## config.mk

```make
export PLATFORM = sky130hd
export DESIGN_NAME = amd_ctl
export DESIGN_NICKNAME = d
export VERILOG_FILES = /design/src/rtl/amd_pkg.sv /design/src/rtl/amd_ctl.sv
export SDC_FILE = /design/constraint.sdc
export NUM_CORES = 1
export LEC_CHECK = 0
export ABC_CLOCK_PERIOD_IN_PS = 1900
export BUFFER_PORTS_ARGS = -buffer_cell sky130_fd_sc_hd__buf_4
export CAP_MARGIN = 20
export CORE_MARGIN = 2
export CORE_UTILIZATION = 38
export DETAILED_ROUTE_END_ITERATION = 8
export GPL_ROUTABILITY_DRIVEN = 1
export PLACE_DENSITY = 0.74
export SYNTH_ARGS = -nofsm -noshare
export SYNTH_HDL_FRONTEND = slang
export SYNTH_SLANG_ARGS = --single-unit
```

## constraint.sdc

```tcl
create_clock -name clock -period 1.9 [get_ports clock]
set_clock_uncertainty 0.1 [all_clocks]
set_input_delay 0.57 -clock clock [delete_from_list [all_inputs] [get_ports clock]]
set_output_delay 0.57 -clock clock [all_outputs]
set_load 0.005 [all_outputs]
```

## src/rtl/amd_pkg.sv

```systemverilog
// Shared types, constants and the CORDIC angle table for the affine matrix decomposer.
package amd_pkg;

   localparam int DATA_W  = 32;
   localparam int UNIT_W  = 18;
   localparam int ANGLE_W = 19;
   localparam int Z_W     = 20;
   localparam int CORD_W  = 36;
   localparam int THR_W   = 16;

   localparam logic [16:0]          UNIT_ONE  = 17'd65536;
   localparam logic signed [Z_W-1:0] HALF_PI_Q = 20'sd102944;
   localparam logic signed [Z_W-1:0] PI_Q      = 20'sd205887;

   typedef logic signed [UNIT_W-1:0]  unit_type;
   typedef logic signed [ANGLE_W-1:0] angle_type;

   typedef enum logic [1:0] {
      SEL_RY,
      SEL_RX,
      SEL_RZ
   } angle_sel_type;

   typedef enum logic [4:0] {
      ST_IDLE,
      ST_M33_RD,
      ST_M33_CHK,
      ST_ZERO_OUT,
      ST_TR_RD,
      ST_TR_LD,
      ST_SQ_RD,
      ST_SQ_MUL,
      ST_SQ_ACC,
      ST_SQRT_GO,
      ST_SQRT_WAIT,
      ST_DV_RD,
      ST_DV_GO,
      ST_DV_WAIT,
      ST_CS_MUL,
      ST_CS_SUB,
      ST_CS_GO,
      ST_CS_WAIT,
      ST_GIMBAL,
      ST_RY_GO,
      ST_RY_WAIT,
      ST_RX_GO,
      ST_RX_WAIT,
      ST_RZ_GO,
      ST_RZ_WAIT,
      ST_OUT
   } ctl_state_type;

   typedef struct packed {
      logic          rd_en;
      logic [3:0]    rd_addr;
      logic          trans_load;
      logic          sq_mul;
      logic          sq_acc;
      logic          acc_clear;
      logic          sqrt_start;
      logic          len_load;
      logic          div_start;
      logic          unit_load;
      logic          cs_mul;
      logic          cs_sub;
      logic          cs_load;
      logic          gimbal_load;
      logic          cordic_start;
      logic          angle_load;
      angle_sel_type angle_sel;
      logic          out_load;
      logic          out_zero;
      logic [1:0]    col;
      logic [1:0]    row;
   } ctl_cmd_type;

   typedef struct packed {
      logic m33_small;
      logic sqrt_done;
      logic div_done;
      logic cordic_done;
      logic gimbal;
      logic out_busy;
   } dp_status_type;

   // atan(2^-i) in Q16.16
   function automatic logic signed [Z_W-1:0] cordic_atan(input logic [3:0] idx);
      logic signed [Z_W-1:0] v;
      case (idx)
         4'd0:    v = 20'sd51472;
         4'd1:    v = 20'sd30386;
         4'd2:    v = 20'sd16055;
         4'd3:    v = 20'sd8150;
         4'd4:    v = 20'sd4091;
         4'd5:    v = 20'sd2047;
         4'd6:    v = 20'sd1024;
         4'd7:    v = 20'sd512;
         4'd8:    v = 20'sd256;
         4'd9:    v = 20'sd128;
         4'd10:   v = 20'sd64;
         4'd11:   v = 20'sd32;
         4'd12:   v = 20'sd16;
         4'd13:   v = 20'sd8;
         4'd14:   v = 20'sd4;
         4'd15:   v = 20'sd2;
         default: v = 20'sd0;
      endcase
      return v;
   endfunction

endpackage

```

## src/rtl/amd_ctl.sv

```systemverilog
// Sequencing state machine of the affine matrix decomposer.
module amd_ctl
   import amd_pkg::*;
(
   input  logic          clock,
   input  logic          reset,
   input  logic          start,
   input  dp_status_type status,
   output logic          idle,
   output ctl_cmd_type   cmd
);

   ctl_state_type state_ff, state_in;
   logic [1:0]    col_ff, col_in;
   logic [1:0]    row_ff, row_in;

   always_ff @(posedge clock) begin
      if (reset) begin
         state_ff <= ST_IDLE;
         col_ff   <= 2'd0;
         row_ff   <= 2'd0;
      end else begin
         state_ff <= state_in;
         col_ff   <= col_in;
         row_ff   <= row_in;
      end
   end

   always_comb begin
      state_in = state_ff;
      col_in   = col_ff;
      row_in   = row_ff;
      case (state_ff)
         ST_IDLE:      if (start) state_in = ST_M33_RD;
         ST_M33_RD:    state_in = ST_M33_CHK;
         ST_M33_CHK: begin
            row_in   = 2'd0;
            state_in = status.m33_small ? ST_ZERO_OUT : ST_TR_RD;
         end
         ST_ZERO_OUT:  if (!status.out_busy) state_in = ST_IDLE;
         ST_TR_RD:     state_in = ST_TR_LD;
         ST_TR_LD: begin
            if (row_ff == 2'd2) begin
               row_in   = 2'd0;
               col_in   = 2'd0;
               state_in = ST_SQ_RD;
            end else begin
               row_in   = row_ff + 2'd1;
               state_in = ST_TR_RD;
            end
         end
         ST_SQ_RD:     state_in = ST_SQ_MUL;
         ST_SQ_MUL:    state_in = ST_SQ_ACC;
         ST_SQ_ACC: begin
            if (row_ff == 2'd2) begin
               row_in   = 2'd0;
               state_in = ST_SQRT_GO;
            end else begin
               row_in   = row_ff + 2'd1;
               state_in = ST_SQ_RD;
            end
         end
         ST_SQRT_GO:   state_in = ST_SQRT_WAIT;
         ST_SQRT_WAIT: if (status.sqrt_done) state_in = ST_DV_RD;
         ST_DV_RD:     state_in = ST_DV_GO;
         ST_DV_GO:     state_in = ST_DV_WAIT;
         ST_DV_WAIT: begin
            if (status.div_done) begin
               if (row_ff == 2'd2) begin
                  row_in = 2'd0;
                  if (col_ff == 2'd2) begin
                     state_in = status.gimbal ? ST_GIMBAL : ST_CS_MUL;
                  end else begin
                     col_in   = col_ff + 2'd1;
                     state_in = ST_SQ_RD;
                  end
               end else begin
                  row_in   = row_ff + 2'd1;
                  state_in = ST_DV_RD;
               end
            end
         end
         ST_CS_MUL:    state_in = ST_CS_SUB;
         ST_CS_SUB:    state_in = ST_CS_GO;
         ST_CS_GO:     state_in = ST_CS_WAIT;
         ST_CS_WAIT:   if (status.sqrt_done) state_in = ST_RY_GO;
         ST_GIMBAL:    state_in = ST_RX_GO;
         ST_RY_GO:     state_in = ST_RY_WAIT;
         ST_RY_WAIT:   if (status.cordic_done) state_in = ST_RX_GO;
         ST_RX_GO:     state_in = ST_RX_WAIT;
         ST_RX_WAIT: begin
            if (status.cordic_done) state_in = status.gimbal ? ST_OUT : ST_RZ_GO;
         end
         ST_RZ_GO:     state_in = ST_RZ_WAIT;
         ST_RZ_WAIT:   if (status.cordic_done) state_in = ST_OUT;
         ST_OUT:       if (!status.out_busy) state_in = ST_IDLE;
         default:      state_in = ST_IDLE;
      endcase
   end

   always_comb begin
      cmd           = '0;
      cmd.angle_sel = SEL_RY;
      cmd.col       = col_ff;
      cmd.row       = row_ff;
      idle          = 1'b0;
      case (state_ff)
         ST_IDLE:      idle = 1'b1;
         ST_M33_RD: begin
            cmd.rd_en   = 1'b1;
            cmd.rd_addr = 4'd15;
         end
         ST_ZERO_OUT: begin
            cmd.out_load = !status.out_busy;
            cmd.out_zero = 1'b1;
         end
         ST_TR_RD: begin
            cmd.rd_en   = 1'b1;
            cmd.rd_addr = {2'd3, row_ff};
         end
         ST_TR_LD:     cmd.trans_load = 1'b1;
         ST_SQ_RD, ST_DV_RD: begin
            cmd.rd_en   = 1'b1;
            cmd.rd_addr = {col_ff, row_ff};
         end
         ST_SQ_MUL:    cmd.sq_mul = 1'b1;
         ST_SQ_ACC: begin
            cmd.sq_acc    = 1'b1;
            cmd.acc_clear = (row_ff == 2'd0);
         end
         ST_SQRT_GO, ST_CS_GO: cmd.sqrt_start = 1'b1;
         ST_SQRT_WAIT: cmd.len_load = status.sqrt_done;
         ST_DV_GO:     cmd.div_start = 1'b1;
         ST_DV_WAIT:   cmd.unit_load = status.div_done;
         ST_CS_MUL:    cmd.cs_mul = 1'b1;
         ST_CS_SUB:    cmd.cs_sub = 1'b1;
         ST_CS_WAIT:   cmd.cs_load = status.sqrt_done;
         ST_GIMBAL:    cmd.gimbal_load = 1'b1;
         ST_RY_GO: begin
            cmd.cordic_start = 1'b1;
            cmd.angle_sel    = SEL_RY;
         end
         ST_RY_WAIT: begin
            cmd.angle_load = status.cordic_done;
            cmd.angle_sel  = SEL_RY;
         end
         ST_RX_GO: begin
            cmd.cordic_start = 1'b1;
            cmd.angle_sel    = SEL_RX;
         end
         ST_RX_WAIT: begin
            cmd.angle_load = status.cordic_done;
            cmd.angle_sel  = SEL_RX;
         end
         ST_RZ_GO: begin
            cmd.cordic_start = 1'b1;
            cmd.angle_sel    = SEL_RZ;
         end
         ST_RZ_WAIT: begin
            cmd.angle_load = status.cordic_done;
            cmd.angle_sel  = SEL_RZ;
         end
         ST_OUT:       cmd.out_load = !status.out_busy;
         default:      cmd.out_zero = 1'b0;
      endcase
   end

endmodule

```

==> flow_metrics.py <==
metrics = {
    "clock_tree": {
        "clkLatencyLatePin_ps": 280,
        "cts_root_buf": "clkbuf_4",
        "clock-sinks": 9,
        "cts_tree": "yes",
        "cts_max_level": 1,
        "cts.path.max_buffers": 2,
        "hold_buffers": 0,
        "cts_buffers": 3,
        "path_clk_slew_ps": 90,
    },
    "floorplan": {
        "coreArea_sq_um": 3030,
        "rows": 20,
        "die_h_um": 60.4,
        "initial_core_util": 0.399,
        "io_pins": 37,
        "die_x_um": 60.4,
        "design.die.area_sq_um": 3650,
    },
    "sta": {
        "finalHoldViolCount": 0,
        "max_freq_mhz": 440,
        "worst_pin_slew_ps": 302,
        "finalMaxSlewViolations": 0,
        "setup_viol": 29,
        "post-route-period-util": 1.20,
        "maxSlewHeadroom": 0.799,
        "rsz0062_at_grt": "true",
        "min_period_ps": 2270,
        "setup_ws_ps": -372,
    },
    "synth": {
        "seq_area_frac_synth": 0.149,
        "synth_flop_cell": "dfxtp_1",
        "syn-num-nets": 189,
        "syn-instance-count": 179,
        "synthDistinctLibCells": 48,
        "async_flop_share": 0,
        "synth_edf_count": 0,
        "syn_avg_cell_area_sq_um": 6.75,
        "ys_warn_count": 0,
        "synth-seq-cells": 9,
        "syn-cell-area_sq_um": 1210,
    },
    "route": {
        "vias": 1856,
        "drc": 0,
        "drt.antenna.violating_nets": 0,
        "first_iter_violations": 136,
        "drt_first_pass_iters": 5,
        "wl_per_cell_um": 19.3,
        "viasPerCell": 5.89,
        "wirelength_um": 6080,
    },
    "pwr": {
        "ir_worst_vdd_uv": 791,
        "power_frac_comb": 0.824,
        "p_seq_frac": 0.111,
        "finalPower_mw": 2.65,
        "power.switching_mw": 1.20,
        "pwr-share-clk": 0.065,
        "power_density_nw_per_um2": 1090,
        "p_leak_nw": 1.05,
        "p_sw_frac": 0.455,
        "intPower_mw": 1.44,
    },
    "global_route": {
        "grt_overflow": 0,
        "grt_max_degree": 13,
        "use_met3": 0.0682,
        "grt_pass1_wl_um": 8600,
        "grt.total_usage": 0.320,
        "busiest_layer": "met2",
        "grt_pass1_vias": 1732,
        "met1_usage": 0.375,
        "gr-usage-met2": 0.547,
        "grt_antenna_before_repair": 0,
    },
    "layout": {
        "synthToLayoutAreaGrowth_pct": 102,
        "fillers": 186,
        "multi_input_area_sq_um": 1230,
        "utilization": 0.805,
        "seq_area_sq_um": 199,
        "diodes": 0,
        "layout_commonest_cell": "buf_4",
        "finalNetCount": 282,
        "most-common-layout-cells": "buf_4, buf_6, nand2_1, nor2_1, a21oi_1",
        "drive_above_1_share": 0.646,
    },
    "setup_path": {
        "cp-end-kind": "primary output",
        "path_max_fanout": 12,
        "cp-start-kind": "flip-flop",
        "cp_data_required_time_ps": 1230,
        "arrival_ps": 1600,
        "crit_type": "reg2out",
    },
    "worst_hold_path": {
        "min_path_type": "in2reg",
    },
    "outcome": {
        "violations": "negative setup slack",
        "status": "complete, but fails checks",
    },
    "flow_run": {
        "max_cap_violations": 0,
    },
    "place": {
        "routabilityCongestion": 0.970,
        "portBuffers": 36,
        "dp_hpwl_um": 3410,
    },
}
==> kinds of logic (layout without fill, tap and decap cells) <==
family | Yosys count | after routing | share of synthesized area
compound gates | 52 | 52 | 0.302
flops | 9 | 9 | 0.149
mux | 2 | 2 | 0.0166
buf+inv | 23 | 115 | 0.0901
fa+ha+maj | 1 | 1 | 0.0104
simple gates | 92 | 92 | 0.432
==> power groups by stage <==
stage / Combinational [mW] / Sequential [mW] / Clock (mW)
global route: 2.28 / 0.297 / 0.187
global placement: 1.44 / 0.271 / 0
finish: 2.18 / 0.293 / 0.172
CTS: 1.92 / 0.275 / 0.164
floorplan: 0.833 / 0.243 / 0
detailed placement: 1.46 / 0.275 / 0
==> critical path, stage by stage (launching register included) <==
cell,delay [ps]
dfxtp_4,370
buf_4,190
or4b_4,520
a21oi_2,130
buf_4,110
==> path summary, 6_finish.rpt <==
kind,start,end,slack [ps],cells after the start
max,state_ff[0]$_SDFFE_PP0P_,cmd[7],-370,4
max reg2reg,state_ff[4]$_SDFFE_PP0P_,state_ff[2]$_SDFFE_PP0P_,-160,6
min reg2reg,col_ff[0]$_SDFFE_PP0P_,col_ff[0]$_SDFFE_PP0P_,440,2
min,reset,col_ff[0]$_SDFFE_PP0P_,440,2
==> routing by layer <==
layer | routed length, um | part of all wire
met5 | 0 | 0
met4 | 271 | 0.045
met2 | 2980 | 0.49
met1 | 2330 | 0.38
met3 | 506 | 0.083
==> what timing repair did <==
item | 4_1_cts | 5_1_grt
buffers inserted | 19 | 8
endpoints found under the setup margin | 29 | 31
pin swaps | 21 | 15
cloned | 1 | 0
gates resized for setup | 80 | 32
==> area by class of cell <==
type / instances / area share
clock buffer: 3 / 0.00924
clock inverter: 1 / 0.00205
inverter: 8 / 0.0133
multi-input combinational: 147 / 0.505
sequential: 9 / 0.0816
tap: 44 / 0.0226
timing repair buffer: 103 / 0.366
==> metrics by stage <==
step	instances	area [sq um]	hold slack, ps	setup WS (ps)	TNS (ps)
after floorplan	179	1230	376	1.62	0
after global placement	287	1790	403	-118	-624
after detailed placement	287	1790	422	-106	-1090
after CTS	310	2270	432	-334	-4780
after global routing	315	2440	428	-407	-7590
final	315	2440	439	-372	-6450
==> flip-flops by register name, indices dropped and copies added (netlist names) <==
signal,count
col_ff,2
row_ff,2
state_ff,5
==> Yosys cell counts, types with 2 or more instances <==
master     number  area [sq um]
nor4bb_1        2          20.0
nand3_1         3          15.0
a2bb2oi_1       3          26.3
o21ai_0        12          60.1
mux2i_1         2          20.0
o21ai_1         2          10.0
a22o_1          5          43.8
a21oi_1        14          70.1
clkbuf_1        4          15.0
o221ai_1        2          17.5
nand2_1        16          60.1
nand2b_1        8          50.1
nand4_1         3          18.8
dfxtp_1         9           180
buf_2           9          45.0
a31oi_1         2          12.5
nor3b_1         3          22.5
nand3b_1        3          22.5
or2_2           3          18.8
and3_1          2          12.5
o2111ai_1       2          17.5
or3_4           2          22.5
nor3_1          4          20.0
nor2_1         24          90.1
nor4b_1         2          17.5
inv_1           8          30.0
nor2b_1         9          56.3
Note: power is estimated with default switching activity, not from simulation.
